--- config.mk ---
export PLATFORM = sky130hd
export DESIGN_NAME = nmea_sentence_collect_and_checksum
export DESIGN_NICKNAME = d
export VERILOG_FILES = /design/src/design/nsc_pkg.sv /design/src/design/nsc_front.sv /design/src/design/nsc_queue.sv /design/src/design/nsc_back.sv /design/src/design/nmea_sentence_collect_and_checksum.sv
export SDC_FILE = /design/constraint.sdc
export NUM_CORES = 1
export LEC_CHECK = 0
export ABC_AREA = 1
export CAP_MARGIN = 20
export CORE_ASPECT_RATIO = 2
export CORE_MARGIN = 2
export CORE_UTILIZATION = 51
export CTS_BUF_LIST = sky130_fd_sc_hd__clkbuf_16
export DETAILED_ROUTE_END_ITERATION = 7
export DONT_BUFFER_PORTS = 1
export GPL_ROUTABILITY_DRIVEN = 0
export PLACE_DENSITY = 0.66
export SYNTH_ARGS = -nofsm -noshare
export SYNTH_HDL_FRONTEND = slang
export SYNTH_SLANG_ARGS = --single-unit
--- constraint.sdc ---
create_clock -name aclk -period 4.6 [get_ports aclk]
set_input_delay 0.23 -clock aclk [delete_from_list [all_inputs] [get_ports aclk]]
set_output_delay 0.23 -clock aclk [all_outputs]
set_load 0.02 [all_outputs]
--- src/design/nsc_pkg.sv ---
// shared constants, types and helpers of the nmea sentence collector
package nsc_pkg;

    localparam int LINE_MAX_DEFAULT    = 128;
    localparam int QUEUE_DEPTH_DEFAULT = 2;

    localparam logic [6:0] MIN_LEN_RESET = 7'd10;
    localparam int         TAG_LEN       = 6;

    localparam logic [7:0] CH_LF     = 8'h0A;
    localparam logic [7:0] CH_STAR   = 8'h2A;
    localparam logic [7:0] CH_DOLLAR = 8'h24;

    localparam logic [47:0] TAG_GGA = 48'h24474E474741;
    localparam logic [47:0] TAG_RMC = 48'h24474E524D43;
    localparam logic [47:0] TAG_ATT = 48'h244750415454;

    localparam logic [1:0] TYPE_IGNORED = 2'd0;
    localparam logic [1:0] TYPE_GGA     = 2'd1;
    localparam logic [1:0] TYPE_RMC     = 2'd2;
    localparam logic [1:0] TYPE_ATT     = 2'd3;

    localparam logic [1:0] STATUS_MATCH     = 2'd0;
    localparam logic [1:0] STATUS_BAD_HEX   = 2'd1;
    localparam logic [1:0] STATUS_MISMATCH  = 2'd2;
    localparam logic [1:0] STATUS_UNCHECKED = 2'd3;

    // one ended line as the front hands it to the back
    typedef struct packed {
        logic [7:0] xsum;
        logic [7:0] len;
        logic       len_ok;
        logic [2:0] tag_hit;   // bit 0 gga, bit 1 rmc, bit 2 att
        logic [7:0] hex_hi;
        logic [7:0] hex_lo;
    } line_rec_t;

    // hex digit value, bit 4 set for a non-hex character
    function automatic logic [4:0] hex_val(input logic [7:0] c);
        logic [4:0] v;
        if (c >= 8'h30 && c <= 8'h39) begin
            v = {1'b0, c[3:0]};
        end else if ((c >= 8'h41 && c <= 8'h46) || (c >= 8'h61 && c <= 8'h66)) begin
            v = {1'b0, c[3:0] + 4'd9};
        end else begin
            v = 5'h10;
        end
        return v;
    endfunction

endpackage

--- src/design/nsc_front.sv ---
// front part: takes bytes, builds the line state and emits one record per ended line
module nsc_front #(
    parameter int LINE_MAX = nsc_pkg::LINE_MAX_DEFAULT
) (
    input  logic              aclk,
    input  logic              aresetn,
    input  logic              cfg_wr_en,
    input  logic [6:0]        cfg_wr_data,
    input  logic              s_valid,
    output logic              s_ready,
    input  logic [7:0]        s_rx_byte,
    input  logic              q_full,
    output logic              q_push,
    output nsc_pkg::line_rec_t q_rec
);

    localparam int CNT_W = $clog2(LINE_MAX + 1);
    localparam int CMP_W = (CNT_W > 7) ? CNT_W : 7;
    localparam logic [CNT_W-1:0] CNT_LAST = CNT_W'(LINE_MAX);
    localparam logic [CNT_W-1:0] CNT_TAG  = CNT_W'(nsc_pkg::TAG_LEN);

    logic [6:0]       min_len_reg;
    logic [7:0]       xor_reg;
    logic             star_reg;
    logic [CNT_W-1:0] cnt_reg;
    logic [47:0]      tag_reg;
    logic [23:0]      last_reg;

    logic             take;
    logic             is_nl;
    logic             is_star;
    logic             is_dollar;
    logic [7:0]       xor_next;
    logic             star_next;
    logic [CNT_W-1:0] cnt_next;
    logic [47:0]      tag_next;
    logic [23:0]      last_next;
    logic             line_end;
    logic [7:0]       line_xor;
    logic [CNT_W-1:0] line_cnt;
    logic [47:0]      line_tag;
    logic [23:0]      line_last;

    assign s_ready = !q_full;
    assign take    = s_valid && !q_full;

    always_comb begin
        is_nl     = (s_rx_byte == nsc_pkg::CH_LF);
        is_star   = (s_rx_byte == nsc_pkg::CH_STAR);
        is_dollar = (s_rx_byte == nsc_pkg::CH_DOLLAR);

        star_next = star_reg | is_star;
        xor_next  = (!star_reg && !is_star && !is_dollar) ? (xor_reg ^ s_rx_byte) : xor_reg;
        tag_next  = (cnt_reg < CNT_TAG) ? {tag_reg[39:0], s_rx_byte} : tag_reg;
        last_next = {last_reg[15:0], s_rx_byte};
        cnt_next  = cnt_reg + 1'b1;

        // a newline closes the line without touching its state
        line_xor  = is_nl ? xor_reg  : xor_next;
        line_cnt  = is_nl ? cnt_reg  : cnt_next;
        line_tag  = is_nl ? tag_reg  : tag_next;
        line_last = is_nl ? last_reg : last_next;
        line_end  = is_nl || (cnt_next == CNT_LAST);

        q_push        = take && line_end;
        q_rec.xsum    = line_xor;
        q_rec.len     = 8'(line_cnt);
        q_rec.len_ok  = (CMP_W'(line_cnt) > CMP_W'(min_len_reg)) && (line_cnt >= CNT_TAG);
        q_rec.tag_hit = {line_tag == nsc_pkg::TAG_ATT,
                         line_tag == nsc_pkg::TAG_RMC,
                         line_tag == nsc_pkg::TAG_GGA};
        q_rec.hex_hi  = line_last[23:16];
        q_rec.hex_lo  = line_last[15:8];
    end

    always_ff @(posedge aclk) begin
        if (!aresetn) begin
            min_len_reg <= nsc_pkg::MIN_LEN_RESET;
            xor_reg     <= '0;
            star_reg    <= 1'b0;
            cnt_reg     <= '0;
            tag_reg     <= '0;
            last_reg    <= '0;
        end else begin
            if (cfg_wr_en) begin
                min_len_reg <= cfg_wr_data;
            end
            if (take) begin
                if (line_end) begin
                    xor_reg  <= '0;
                    star_reg <= 1'b0;
                    cnt_reg  <= '0;
                    tag_reg  <= '0;
                    last_reg <= '0;
                end else begin
                    xor_reg  <= xor_next;
                    star_reg <= star_next;
                    cnt_reg  <= cnt_next;
                    tag_reg  <= tag_next;
                    last_reg <= last_next;
                end
            end
        end
    end

endmodule

--- src/design/nsc_queue.sv ---
// short register queue of line records between front and back
module nsc_queue #(
    parameter int DEPTH = nsc_pkg::QUEUE_DEPTH_DEFAULT
) (
    input  logic               aclk,
    input  logic               aresetn,
    input  logic               push,
    input  nsc_pkg::line_rec_t push_rec,
    output logic               full,
    input  logic               pop,
    output logic               head_valid,
    output nsc_pkg::line_rec_t head_rec
);

    localparam int PTR_W = (DEPTH > 1) ? $clog2(DEPTH) : 1;
    localparam int CNT_W = $clog2(DEPTH + 1);
    localparam logic [PTR_W-1:0] PTR_LAST = PTR_W'(DEPTH - 1);
    localparam logic [CNT_W-1:0] CNT_FULL = CNT_W'(DEPTH);

    nsc_pkg::line_rec_t entry_reg [DEPTH];
    logic [PTR_W-1:0]   wr_ptr_reg;
    logic [PTR_W-1:0]   rd_ptr_reg;
    logic [CNT_W-1:0]   fill_reg;

    assign full       = (fill_reg == CNT_FULL);
    assign head_valid = (fill_reg != '0);
    assign head_rec   = entry_reg[rd_ptr_reg];

    always_ff @(posedge aclk) begin
        if (push) begin
            entry_reg[wr_ptr_reg] <= push_rec;
        end
    end

    always_ff @(posedge aclk) begin
        if (!aresetn) begin
            wr_ptr_reg <= '0;
            rd_ptr_reg <= '0;
            fill_reg   <= '0;
        end else begin
            if (push) begin
                wr_ptr_reg <= (wr_ptr_reg == PTR_LAST) ? '0 : wr_ptr_reg + 1'b1;
            end
            if (pop) begin
                rd_ptr_reg <= (rd_ptr_reg == PTR_LAST) ? '0 : rd_ptr_reg + 1'b1;
            end
            case ({push, pop})
                2'b10:   fill_reg <= fill_reg + 1'b1;
                2'b01:   fill_reg <= fill_reg - 1'b1;
                default: fill_reg <= fill_reg;
            endcase
        end
    end

endmodule

--- src/design/nsc_back.sv ---
// back part: tracks the collection order, checks the sum and holds the result register
module nsc_back (
    input  logic               aclk,
    input  logic               aresetn,
    input  logic               q_valid,
    input  nsc_pkg::line_rec_t q_rec,
    output logic               q_pop,
    output logic               m_valid,
    input  logic               m_ready,
    output logic [1:0]         m_sentence_type,
    output logic [1:0]         m_check_status,
    output logic [7:0]         m_computed_sum,
    output logic [7:0]         m_received_sum,
    output logic [7:0]         m_line_length,
    output logic               m_set_complete
);

    localparam logic [1:0] STAGE_GGA = 2'd0;
    localparam logic [1:0] STAGE_RMC = 2'd1;
    localparam logic [1:0] STAGE_ATT = 2'd2;

    logic [1:0] stage_reg;
    logic [1:0] stage_next;
    logic       m_valid_reg;
    logic [1:0] type_reg;
    logic [1:0] status_reg;
    logic [7:0] csum_reg;
    logic [7:0] rsum_reg;
    logic [7:0] len_reg;
    logic       complete_reg;

    logic       hit;
    logic       accepted;
    logic [4:0] hi_v;
    logic [4:0] lo_v;
    logic [1:0] type_next;
    logic [1:0] status_next;
    logic [7:0] rsum_next;
    logic       complete_next;

    assign q_pop = q_valid && (!m_valid_reg || m_ready);

    always_comb begin
        case (stage_reg)
            STAGE_RMC: hit = q_rec.tag_hit[1];
            STAGE_ATT: hit = q_rec.tag_hit[2];
            default:   hit = q_rec.tag_hit[0];
        endcase
        accepted = q_rec.len_ok && hit;
        hi_v     = nsc_pkg::hex_val(q_rec.hex_hi);
        lo_v     = nsc_pkg::hex_val(q_rec.hex_lo);

        type_next     = nsc_pkg::TYPE_IGNORED;
        status_next   = nsc_pkg::STATUS_UNCHECKED;
        rsum_next     = '0;
        complete_next = 1'b0;
        stage_next    = stage_reg;
        if (accepted) begin
            case (stage_reg)
                STAGE_RMC: begin
                    type_next  = nsc_pkg::TYPE_RMC;
                    stage_next = STAGE_ATT;
                end
                STAGE_ATT: begin
                    type_next     = nsc_pkg::TYPE_ATT;
                    complete_next = 1'b1;
                    stage_next    = STAGE_GGA;
                end
                default: begin
                    type_next  = nsc_pkg::TYPE_GGA;
                    stage_next = STAGE_RMC;
                end
            endcase
            if (hi_v[4] || lo_v[4]) begin
                status_next = nsc_pkg::STATUS_BAD_HEX;
            end else begin
                rsum_next   = {hi_v[3:0], lo_v[3:0]};
                status_next = (rsum_next == q_rec.xsum) ? nsc_pkg::STATUS_MATCH
                                                        : nsc_pkg::STATUS_MISMATCH;
            end
        end
    end

    always_ff @(posedge aclk) begin
        if (!aresetn) begin
            m_valid_reg <= 1'b0;
            stage_reg   <= STAGE_GGA;
        end else begin
            if (q_pop) begin
                m_valid_reg <= 1'b1;
                stage_reg   <= stage_next;
            end else if (m_ready) begin
                m_valid_reg <= 1'b0;
            end
        end
    end

    always_ff @(posedge aclk) begin
        if (q_pop) begin
            type_reg     <= type_next;
            status_reg   <= status_next;
            csum_reg     <= q_rec.xsum;
            rsum_reg     <= rsum_next;
            len_reg      <= q_rec.len;
            complete_reg <= complete_next;
        end
    end

    assign m_valid         = m_valid_reg;
    assign m_sentence_type = type_reg;
    assign m_check_status  = status_reg;
    assign m_computed_sum  = csum_reg;
    assign m_received_sum  = rsum_reg;
    assign m_line_length   = len_reg;
    assign m_set_complete  = complete_reg;

endmodule

--- src/design/nmea_sentence_collect_and_checksum.sv ---
// Top level of the nmea sentence collector and checksum verifier. One received byte is
// taken every cycle; s_ready drops only when the record queue between the byte front end
// and the result back end is full, which happens when QUEUE_DEPTH ended lines wait behind
// a stalled result. A line ends at a newline or at its LINE_MAX-th byte, and its result
// is written into the record queue when the ending byte is taken, then into the result
// register when the back end pops it. Lines are matched in the order gga, rmc, att;
// min_line_length may be written at any time the block is idle and takes effect on the
// next byte.
module nmea_sentence_collect_and_checksum #(
    parameter int LINE_MAX    = nsc_pkg::LINE_MAX_DEFAULT,
    parameter int QUEUE_DEPTH = nsc_pkg::QUEUE_DEPTH_DEFAULT
) (
    input  logic       aclk,
    input  logic       aresetn,
    input  logic       cfg_wr_en,
    input  logic [6:0] cfg_wr_data,
    input  logic       s_valid,
    output logic       s_ready,
    input  logic [7:0] s_rx_byte,
    output logic       m_valid,
    input  logic       m_ready,
    output logic [1:0] m_sentence_type,
    output logic [1:0] m_check_status,
    output logic [7:0] m_computed_sum,
    output logic [7:0] m_received_sum,
    output logic [7:0] m_line_length,
    output logic       m_set_complete
);

    logic               q_full;
    logic               q_push;
    nsc_pkg::line_rec_t q_in_rec;
    logic               q_pop;
    logic               q_valid;
    nsc_pkg::line_rec_t q_head_rec;

    nsc_front #(
        .LINE_MAX (LINE_MAX)
    ) u_front (
        .aclk        (aclk),
        .aresetn     (aresetn),
        .cfg_wr_en   (cfg_wr_en),
        .cfg_wr_data (cfg_wr_data),
        .s_valid     (s_valid),
        .s_ready     (s_ready),
        .s_rx_byte   (s_rx_byte),
        .q_full      (q_full),
        .q_push      (q_push),
        .q_rec       (q_in_rec)
    );

    nsc_queue #(
        .DEPTH (QUEUE_DEPTH)
    ) u_queue (
        .aclk       (aclk),
        .aresetn    (aresetn),
        .push       (q_push),
        .push_rec   (q_in_rec),
        .full       (q_full),
        .pop        (q_pop),
        .head_valid (q_valid),
        .head_rec   (q_head_rec)
    );

    nsc_back u_back (
        .aclk            (aclk),
        .aresetn         (aresetn),
        .q_valid         (q_valid),
        .q_rec           (q_head_rec),
        .q_pop           (q_pop),
        .m_valid         (m_valid),
        .m_ready         (m_ready),
        .m_sentence_type (m_sentence_type),
        .m_check_status  (m_check_status),
        .m_computed_sum  (m_computed_sum),
        .m_received_sum  (m_received_sum),
        .m_line_length   (m_line_length),
        .m_set_complete  (m_set_complete)
    );

endmodule

==> PnR_summary.wiki, run 1 <==
{| class="wikitable"
! Metric !! Value
|-
| Total I/O pin count || 51
|-
| Critical path class || register to register
|-
| Top area cells in the synthesized netlist || edfxtp_1 (29%), dfxtp_1 (20%), nand2_1 (16%), nand3_1 (7.1%), a21oi_1 (5.5%)
|-
| Final clock skew || 0.02146 ns
|-
| Die extent in x || 105.7 µm
|-
| Non-filler cells, final || 1,664
|-
| Max-slew violation total from the final report || 0
|-
| Detailed route wirelength on metal3 || 993 µm
|-
| Starting Density || 51.75%
|-
| Yosys Warn Count || 0
|-
| Complex-gate fraction of the synthesized area || a little over a tenth
|-
| Buffers & Inverters on Critical Path || 2
|-
| Total GRT Usage || 23.44%
|-
| Starting DRT DRC Count || 534
|-
| Cell with the largest stage delay on the worst path || inv_2
|-
| Uppermost signal routing layer after detailed routing || met4
|-
| Growth of design area from synthesis to finish || 9.140%
|-
| CTS H-tree lvls || 1
|-
| Fmax || 331.1 MHz
|-
| Slew headroom || between 20% and 30%
|-
| Pwr Total || 5.828 mW
|-
| Maximum fanout encountered on the critical timing path || 49
|-
| Grt total ovfl || 0
|-
| TritonCTS clock tree || yes
|-
| Overall die height || 207.3 µm
|-
| Kind of cell with the highest combined delay on the critical path || simple AND/OR/NAND/NOR gates
|-
| Final-report setup violation count || 0
|-
| Filler cells || 1,939
|-
| Number of global-route vias before repair || 8,415
|-
| Crit path setup slack, layout || 1.580 ns
|-
| Cell repeated most along the worst path || nand3_1
|-
| Data arrival, critical path || around 3.4 ns
|-
| Critical path required time || 5.01 ns
|-
| Worst setup timing slack at the placement stage || 1.543 ns
|-
| Dominant cell type by area after synthesis || edfxtp_1
|-
| Number of placed cells counting well taps || 1,612
|-
| Worst-Skew Late Latency || 0.50 ns
|-
| Vias/cell || 5.367
|-
| Share of the synthesized netlist area taken by xor and xnor gates || between 1 and 1.5%
|-
| Initial DRT Pass Iterations || 5
|-
| Critical-path cell list || ha_1, nand3_1, nor3_1, xor2_1, inv_1, nand3_1, nand2_1, inv_2, nand3_1, a21oi_1
|-
| Shortest period the worst path allows || 3.020 ns
|-
| Startpoint kind of the worst setup timing path || register
|-
| Count of unique library cells instantiated by Yosys || 29
|-
| Worst min-delay path category || input port to register
|-
| Routed len/inst || between 15 and 20 µm
|-
| Number of nets with antenna violations after detailed routing || 0
|-
| Clock transition at the registers of the reported paths || 0.07 ns
|-
| Leakage power || 4.782 nW
|-
| Adder-cell area share of the yosys netlist || 2.493%
|-
| Run status || finished clean
|-
| Die area || 0.02191 mm²
|-
| TritonCTS Sinks || 205
|-
| Clock root buffer master || clkbuf_16
|-
| Post-route cell area || 0.01150 mm²
|-
| Number of nets in the layout || 1,426
|-
| Largest net degree at the start of global routing || 82
|-
| Maxcap violations || 0
|-
| Part of the cycle the worst path needs || around two thirds
|-
| Syn_nets || 1,448
|-
| Mean area per synthesized cell || 7.492 µm²
|-
| Post-CTS setup-driven buffer insertion count || 0
|-
| Fraction of the mapped netlist area in simple logic gates || ~29%
|-
| DP HPWL || 17.28 mm
|-
| Wire length of the first global-routing pass || between 40 and 50 mm
|-
| Total count of hold-check failures in the final report || 0
|-
| Vias after detailed routing || between 8,000 and 9,000
|-
| Sum of routed wire segments on met1 || 9.322 mm
|-
| Number of buffers inserted by port buffering || 0
|-
| Cell count after synthesis || 1,407
|-
| Detailed Route WL || between 20 and 30 mm
|-
| Proportion of layout cells with a drive suffix above 1 || 4.721%
|-
| Endpoint kind of the worst setup timing path || register
|-
| Number of storage elements in the synthesis netlist || 205
|-
| Multiplexer fraction of the synthesized cell area || 0%
|-
| Post-Syn Area || 0.01054 mm²
|-
| Maximum buffer depth of the clock tree || 3
|-
| Area post-placement || between 0.01 and 0.015 mm²
|-
| Worst ir drop on vdd || 0.3574 mV
|-
| Post-synth top area share || 28.77%
|-
| Commonest cells after routing, fill and taps aside || nand2_1 (440), nand3_1 (150), inv_1 (140), a21oi_1 (113), dfxtp_1 (104)
|-
| Core Footprint || 0.02037 mm²
|-
| Antenna cells || 0
|-
| Maximum single-stage delay on the critical path || a little over 0.8 ns
|-
| Number of placement rows || 74
|-
| Leading cell type in the layout, fill and taps excluded || nand2_1
|-
| Largest family of logic cells by synthesized area || simple AND/OR/NAND/NOR gates
|-
| Aggregate negative setup slack || 0 ns
|-
| Sequential element share of the synthesized area || roughly half
|-
| RSZ-0062 raised after global routing || false
|-
| Slew @ Worst Pin || 1.089 ns
|-
| Final routed DRC violation total || 0
|-
| Max reg flops || 72
|-
| Total power divided by cell area || between 500 and 600 mW/mm²
|-
| Initial antenna violation count || 0
|-
| Met2 Wirelength || 13.70 mm
|-
| Clock buffer count from CTS || 19
|}
[through the flow]
| stage | hold slack [ns] | utilization, % |
|---|---|---|
| after floorplan | 0.3410 | - |
| after global placement | 0.3469 | 52.50 |
| after detailed placement | 0.3483 | 52.50 |
| after CTS | 0.01620 | 56.48 |
| after global routing | 0.04236 | 56.48 |
| final | 0.03059 | 56.48 |
[what timing repair did]
action	4_1_cts	5_1_grt
endpoints found under the hold margin	32	0
gates resized for setup	0	0
hold buffers	18	0
[synthesized netlist by cell type (all sizes together)]
cell	number
nand4	13
o21bai	1
xnor2	7
xor2	8
dfxtp	104
edfxtp	101
clkbuf	40
a21oi	115
nand2	443
nor4	5
o22ai	15
or2	17
a21o	3
clkinv	2
ha	21
nor2	96
o21ai	81
buf	33
a211oi	2
nand3b	3
nor3	8
inv	139
nand3	150
[metal layers]
metal / track usage [%] / vias to the layer above
met5: 0 / -
li1: - / 4558
met4: 13.79 / 0
met3: 2.889 / 66
met1: 24.94 / 4091
met2: 43.34 / 215
[worst register-to-register path: cells and delay by family (launching register included)]
family	cells	cell delay, ns
flops	1	0.46
xor+xnor	1	0.16
buf+inv	2	0.89
fa+ha+maj	1	0.24
simple gates	5	1.01
compound gates	1	0.17
[power by group]
part / leakage, nW / total, mW / switching (mW) / internal, mW
Sequential: 1.78 / 2.45 / 0.243 / 2.21
Combinational: 2.69 / 1.76 / 1.22 / 0.538
Clock: 0.320 / 1.62 / 0.688 / 0.929
[cell families (layout without fill, tap and decap cells)]
family	Yosys count	after routing
fa+ha+maj	21	21
buf+inv	214	205
flops	205	205
compound gates	217	217
xor+xnor	15	15
simple gates	735	735
[path summary, 6_finish.rpt]
check / slack (ns) / from / endpoint / depth (start not counted)
worst max-delay path: 1.58 / u_front.cnt_reg[1]$_SDFFE_PN0P_ / u_front.xor_reg[2]$_SDFFE_PN0P_ / 10
worst min-delay path: 0.03 / s_rx_byte[3] / u_front.xor_reg[3]$_SDFFE_PN0P_ / 3
worst max register to register: 1.58 / u_front.cnt_reg[1]$_SDFFE_PN0P_ / u_front.xor_reg[2]$_SDFFE_PN0P_ / 10
worst min register to register: 0.46 / u_queue.rd_ptr_reg$_SDFFE_PN0P_ / u_queue.rd_ptr_reg$_SDFFE_PN0P_ / 1
[layout make-up]
cell class / instances / area, µm² / area share [%]
clock buffer: 19 / 475.5 / 4.133
clock inverter: 15 / 155.1 / 1.349
inverter: 141 / 529.3 / 4.600
multi-input combinational: 988 / 4627 / 40.22
sequential: 205 / 5115 / 44.46
tap: 266 / 332.8 / 2.893
timing repair buffer: 30 / 270.3 / 2.349
Power figures use the tool's default switching activity.
==> inputs of run 2 (changes only) <==
- clock period: 4.6 -> 2.8 ns (I/O delays scaled with it)
==> run 2 against run 1 <==
Against the previous run:
- register-to-register slack lost 1.3 ns
- sequential power increased by 64%
- die area is the same
- sequential share of layout area shrank 1.1 points
- final area is 2.6% higher
- total power is 66% higher
- worst hold slack gained 0.026 ns
==> PnR_summary.wiki, run 2 (synthesized netlist as in run 1, its figures left out) <==
{| class="wikitable"
! Metric !! Value
|-
| Grt total ovfl || 0 (unchanged)
|-
| Max reg flops || 72 (unchanged)
|-
| Number of placement rows || 74 (unchanged)
|-
| Slew @ Worst Pin || 0.9345 ns (-0.1545 ns)
|-
| Total GRT Usage || 24.42% (+0.99 points)
|-
| Number of global-route vias before repair || 8,743 (+3.9%)
|-
| Worst ir drop on vdd || 0.5830 mV (+63%)
|-
| Die extent in x || 105.7 µm (unchanged)
|-
| Largest net degree at the start of global routing || 80 (-2.4%)
|-
| Number of buffers inserted by port buffering || 0 (unchanged)
|-
| Number of nets with antenna violations after detailed routing || 0 (unchanged)
|-
| Clock transition at the registers of the reported paths || 0.07 ns (about the same)
|-
| Max-slew violation total from the final report || 0 (unchanged)
|-
| Fmax || 390.0 MHz
|-
| Part of the cycle the worst path needs || 91.57%
|-
| Initial antenna violation count || 0 (unchanged)
|-
| Clock root buffer master || clkbuf_16
|-
| Clock buffer count from CTS || 19 (unchanged)
|-
| TritonCTS Sinks || 205 (unchanged)
|-
| Aggregate negative setup slack || 0 ns (unchanged)
|-
| Starting Density || 51.75% (unchanged)
|-
| Total I/O pin count || 51 (unchanged)
|-
| TritonCTS clock tree || yes
|-
| Antenna cells || 0 (unchanged)
|-
| Post-CTS setup-driven buffer insertion count || 0 (unchanged)
|-
| Die area || 0.02191 mm² (unchanged)
|-
| Initial DRT Pass Iterations || 7 (+2)
|-
| Maximum buffer depth of the clock tree || 3 (unchanged)
|-
| Starting DRT DRC Count || 436 (-18%)
|-
| Core Footprint || 0.02037 mm² (unchanged)
|-
| Worst-Skew Late Latency || 0.51 ns (about the same)
|-
| Total count of hold-check failures in the final report || 0 (unchanged)
|-
| Vias/cell || 5.378 (+0.21%)
|-
| Slew headroom || 37.70% (+10 points)
|-
| Critical path required time || 3.04 ns (-1.97 ns)
|-
| Growth of design area from synthesis to finish || 11.94%
|-
| Critical path class || input port to register
|-
| Maximum fanout encountered on the critical timing path || 21 (-57%)
|-
| Cell repeated most along the worst path || a21oi_1
|-
| Routed len/inst || 15.70 µm (+2.4%)
|-
| Buffers & Inverters on Critical Path || 5 (+3)
|-
| Pwr Total || 9.698 mW (+66%)
|-
| Wire length of the first global-routing pass || 43.04 mm (+3.8%)
|-
| Final routed DRC violation total || 0 (unchanged)
|-
| Startpoint kind of the worst setup timing path || input port
|-
| Final-report setup violation count || 0 (unchanged)
|-
| CTS H-tree lvls || 1 (unchanged)
|-
| Number of nets in the layout || 1,459 (+2.3%)
|-
| Total power divided by cell area || 821.9 mW/mm² (+62%)
|-
| Proportion of layout cells with a drive suffix above 1 || 7.338% (+2.6 points)
|-
| Data arrival, critical path || 2.81 ns (-0.62 ns)
|-
| Critical-path cell list || dlygate4sd3_1, inv_1, nand2_1, nor3_1, nand2_4, clkinv_1, buf_12, nor2_1, a21oi_1, inv_1, ha_1, a21oi_1, o21ai_0, a21oi_1, a21oi_1, nand2_1, nand2_1
|-
| Vias after detailed routing || 9,126 (+2.2%)
|-
| Leakage power || 4.947 nW (+3.5%)
|-
| Commonest cells after routing, fill and taps aside || nand2_1 (440), nand3_1 (150), inv_1 (137), a21oi_1 (113), dfxtp_1 (103)
|-
| Run status || finished clean
|-
| DP HPWL || 18.59 mm (+7.6%)
|-
| RSZ-0062 raised after global routing || false
|-
| Shortest period the worst path allows || 2.564 ns
|-
| Overall die height || 207.3 µm (unchanged)
|-
| Leading cell type in the layout, fill and taps excluded || nand2_1
|-
| Detailed Route WL || 26.65 mm (+4.4%)
|-
| Kind of cell with the highest combined delay on the critical path || buffers and inverters
|-
| Endpoint kind of the worst setup timing path || register
|-
| Cell with the largest stage delay on the worst path || dlygate4sd3_1
|-
| Maximum single-stage delay on the critical path || 0.57 ns (-0.25 ns)
|-
| Maxcap violations || 0 (unchanged)
|-
| Final clock skew || 0.01782 ns (-0.003636 ns)
|-
| Worst min-delay path category || input port to register
|}
## run 2: cell types whose count changed in the layout (fill, tap and decap cells not counted), moves of 2 or more
cell	change
buf_4	+27
buf_12	+6
inv_1	-3
bufinv_16	-2
inv_6	+2
## run 2: cell type report
cell class / count / area (µm²)
clock buffer: 19 / 475.5
sequential: 205 / 5116
timing repair buffer: 63 / 593.1
fill: 1928 / 8569
tap: 266 / 332.8
multi-input combinational: 988 / 4629
clock inverter: 15 / 123.9
inverter: 141 / 529.3
## run 2: path summary, 6_finish.rpt
kind                                   startpoint                                 end  slack (ns)  cells past startpoint
setup / recovery                     s_rx_byte[6]  u_queue.entry_reg[0][19]$_DFFE_PP_        0.24                     17
hold / removal                       s_rx_byte[5]       u_front.star_reg$_SDFFE_PN0P_        0.06                      5
setup reg to reg  u_front.cnt_reg[4]$_SDFFE_PN0P_  u_queue.entry_reg[1][16]$_DFFE_PP_        0.26                     12
hold reg to reg   u_queue.rd_ptr_reg$_SDFFE_PN0P_                            register        0.45                      1
## run 2: metal layers
layer | routed length [µm] | vias to the layer above | global-route usage, %
li1 | - | 4620 | -
met1 | 9653 | 4227 | 25.40
met2 | 14590 | 205 | 46.25
met3 | 1036 | 74 | 3.140
met4 | 1366 | 0 | 13.29
met5 | 0 | - | 0
## run 2: timing repair
item,4_1_cts,5_1_grt
hold buffers,18,0
gates resized for setup,0,2
hold endpoints to repair,39,0
endpoints found under the setup margin,0,4
## run 2: report_power, final
group | total, mW | switching, mW | internal (mW)
clock | 2.54 | 1.18 | 1.36
sequential | 4.03 | 0.400 | 3.63
combinational | 3.13 | 2.10 | 1.03
## run 2: worst register-to-register path, cell delays in order (launching register included)
cell and delay [ns]:
dfxtp_1 0.40, nor4_4 0.41, nand2_2 0.09, buf_4 0.26, nand2_1 0.14, nand3_1 0.08, nor2_1 0.11, nand2_1 0.07
nand2_1 0.09, nand2_1 0.06, a21oi_1 0.25, nand2_1 0.08, nor2_1 0.29
## run 2: stage by stage
| stage | hold slack [ns] | utilization [%] | cell area, µm² | instances | worst slack (ns) |
|---|---|---|---|---|---|
| 6_report | 0.05644 | 57.93 | 11800 | 1697 | 0.2362 |
| 2_1_floorplan | 0.2510 | - | 10550 | 1407 | 0.06956 |
| 3_5_place_dp | 0.2589 | 54.08 | 11020 | 1645 | 0.1665 |
| 5_1_grt | 0.08236 | 57.93 | 11800 | 1697 | 0.001984 |
| 3_3_place_gp | 0.2575 | 54.08 | 11020 | 1645 | 0.3106 |
| 4_1_cts | 0.04273 | 57.91 | 11800 | 1697 | 0.1556 |
==> inputs of run 3 (changes only) <==
- CTS_BUF_LIST: sky130_fd_sc_hd__clkbuf_16 -> not set
==> run 3 against run 2 <==
Against the previous run:
- register-to-register slack barely moved
- die area did not move
- final area did not move
- fmax barely moved
- largest power group unchanged
- combinational power barely moved
- total power barely moved
==> PnR_summary.wiki, run 3 (synthesized netlist as in run 1, its figures left out) <==
{| class="wikitable"
! Metric !! Value
|-
| Final routed DRC violation total || 0 (unchanged)
|-
| Aggregate negative setup slack || 0 ns (unchanged)
|-
| Shortest period the worst path allows || 2.564 ns (-0.0002290 ns)
|-
| Wire length of the first global-routing pass || 43.04 mm (unchanged)
|-
| RSZ-0062 raised after global routing || false
|-
| Max-slew violation total from the final report || 0 (unchanged)
|-
| Starting DRT DRC Count || 436 (unchanged)
|-
| GR Util met3 || 3.140% (unchanged)
|-
| Source of the worst hold timing path || s_rx_byte[5]
|-
| Total count of hold-check failures in the final report || 0 (unchanged)
|-
| Detailed Route WL || 26.65 mm (about the same)
|-
| Fmax || 390.1 MHz (about the same)
|-
| Worst R2R End || u_queue.entry_reg[1][16]$_DFFE_PP_
|-
| Filler cells || 1,928 (unchanged)
|-
| TritonCTS Sinks || 205 (unchanged)
|-
| Maximum fanout encountered on the critical timing path || 21 (unchanged)
|-
| Utilization after layout || 57.93% (unchanged)
|-
| Initial antenna violation count || 0 (unchanged)
|-
| Post-Route Hold Slack || 0.05630 ns (-0.0001458 ns)
|-
| Critical-path cell list || dlygate4sd3_1, inv_1, nand2_1, nor3_1, nand2_4, clkinv_1, buf_12, nor2_1, a21oi_1, inv_1, ha_1, a21oi_1, o21ai_0, a21oi_1, a21oi_1, nand2_1, nand2_1
|-
| Routed len/inst || 15.70 µm (about the same)
|-
| Worst ir drop on vdd || 0.5830 mV (about the same)
|-
| Critical path required time || 3.04 ns (about the same)
|-
| Critical path class || input port to register
|-
| Clock transition at the registers of the reported paths || 0.07 ns (about the same)
|-
| Vias after detailed routing || 9,146 (+0.22%)
|-
| Die area || 0.02191 mm² (unchanged)
|-
| Data arrival, critical path || 2.81 ns (about the same)
|-
| Leading cell type in the layout, fill and taps excluded || nand2_1
|-
| Worst-Skew Late Latency || 0.51 ns (about the same)
|-
| Initial DRT Pass Iterations || 7 (unchanged)
|-
| Startpoint of the worst register-to-register path || u_front.cnt_reg[4]$_SDFFE_PN0P_
|-
| FF-to-FF setup slack || 0.26 ns (about the same)
|-
| Number of cell instances on the worst register-to-register path || 12 (unchanged)
|-
| Part of the cycle the worst path needs || 91.56% (about the same)
|-
| Maxcap violations || 0 (unchanged)
|-
| Number of placement rows || 74 (unchanged)
|-
| Sink of the worst hold path || u_front.star_reg$_SDFFE_PN0P_
|-
| Worst setup timing slack at the placement stage || 0.1665 ns (unchanged)
|-
| Core Footprint || 0.02037 mm² (unchanged)
|-
| Clock root buffer master || clkbuf_16
|-
| Crit path setup slack, layout || 0.2364 ns (+0.0002290 ns)
|-
| Max reg flops || 72 (unchanged)
|-
| Maximum single-stage delay on the critical path || 0.57 ns (about the same)
|-
| Total GRT Usage || 24.42% (unchanged)
|-
| Largest net degree at the start of global routing || 80 (unchanged)
|-
| Run status || finished clean
|-
| Startpoint kind of the worst setup timing path || input port
|-
| Number of global-route vias before repair || 8,743 (unchanged)
|-
| Slew headroom || 38.27% (+0.57 points)
|-
| Maximum buffer depth of the clock tree || 3 (unchanged)
|-
| Met1 Track Usage GR || 25.40% (unchanged)
|-
| CTS H-tree lvls || 1 (unchanged)
|-
| DP HPWL || 18.59 mm (unchanged)
|-
| Busiest layer in global routing || met2
|-
| Total I/O pin count || 51 (unchanged)
|-
| Number of nets in the layout || 1,459 (unchanged)
|-
| Commonest cells after routing, fill and taps aside || nand2_1 (440), nand3_1 (150), inv_1 (136), a21oi_1 (113), dfxtp_1 (103)
|-
| TritonCTS clock tree || yes
|-
| Final-report setup violation count || 0 (unchanged)
|-
| Final clock skew || 0.01823 ns (+0.0004103 ns)
|-
| Worst hold stages || 5 (unchanged)
|-
| Number of buffers inserted by port buffering || 0 (unchanged)
|-
| Die extent in x || 105.7 µm (unchanged)
|-
| Worst min-delay path category || input port to register
|-
| Leakage power || 4.943 nW (about the same)
|-
| Slew @ Worst Pin || 0.9259 ns (-0.008618 ns)
|-
| Cell repeated most along the worst path || a21oi_1
|-
| Clock buffer count from CTS || 19 (unchanged)
|-
| Starting Density || 51.75% (unchanged)
|-
| Met2 Resource Use GR || 46.25% (unchanged)
|-
| Cell with the largest stage delay on the worst path || dlygate4sd3_1
|-
| Endpoint kind of the worst setup timing path || register
|-
| Vias/cell || 5.390 (+0.22%)
|-
| Proportion of layout cells with a drive suffix above 1 || 7.338% (unchanged)
|-
| Total power divided by cell area || 822.1 mW/mm² (about the same)
|-
| Number of nets with antenna violations after detailed routing || 0 (unchanged)
|-
| Antenna cells || 0 (unchanged)
|-
| Growth of design area from synthesis to finish || 11.94% (unchanged)
|-
| Overall die height || 207.3 µm (unchanged)
|-
| Grt total ovfl || 0 (unchanged)
|}
## run 3: cell count changes in the layout (fill, tap and decap cells not counted)
cell      delta
inv_1        -1
clkbuf_1     +1
## run 3: final cells by class
type	count	area (µm²)	area share, %
clock inverter	14	120.1	1.018
timing repair buffer	63	593.1	5.026
sequential	205	5116	43.36
tap	266	332.8	2.820
multi-input combinational	988	4629	39.23
inverter	141	529.3	4.485
clock buffer	20	479.2	4.061
## run 3: metal layers
layer	vias to the layer above	wire [µm]
li1	4619	-
met3	74	1075
met2	220	14610
met1	4233	9605
met5	-	0
met4	0	1366
## run 3: worst max-delay path by stage
| stage | start | end |
|---|---|---|
| 2_1_floorplan | u_front.cnt_reg[2]$_SDFFE_PN0P_ | u_queue.entry_reg[0][0]$_DFFE_PP_ |
| 3_3_place_gp | register | u_back.m_check_status[1]$_SDFFCE_PN1P_ |
| 4_1_cts | register | u_back.m_check_status[1]$_SDFFCE_PN1P_ |
| 5_1_grt | s_rx_byte[6] | u_queue.entry_reg[1][16]$_DFFE_PP_ |
| 3_5_place_dp | register | u_back.m_check_status[1]$_SDFFCE_PN1P_ |
| 6_report | s_rx_byte[6] | u_queue.entry_reg[0][19]$_DFFE_PP_ |
## run 3: where the power goes
part / internal (mW) / switching (mW) / total [mW]
registers: 3.63 / 0.400 / 4.03
logic: 1.03 / 2.10 / 3.13
clock network: 1.37 / 1.18 / 2.54
total: 6.03 / 3.67 / 9.70
## run 3: what timing repair did
item                       4_1_cts  5_1_grt
hold endpoints to repair        39        0
buffers inserted                 0        0
resized for setup                0        2
hold buffers                    18        0
setup endpoints to repair        0        4
## run 3: per-stage QoR
step	power (mW)	area, µm²	std cells
2_1_floorplan	6.270	10550	1407
3_3_place_gp	7.133	11020	1645
3_5_place_dp	7.188	11020	1645
4_1_cts	9.758	11800	1697
5_1_grt	10.30	11800	1697
6_report	9.701	11800	1697
## run 3: critical path, delay by kind of cell
family / cells / cell delay [ns]
simple gates: 6 / 0.71
buf+inv: 5 / 1.05
compound gates: 5 / 0.60
fa+ha+maj: 1 / 0.30
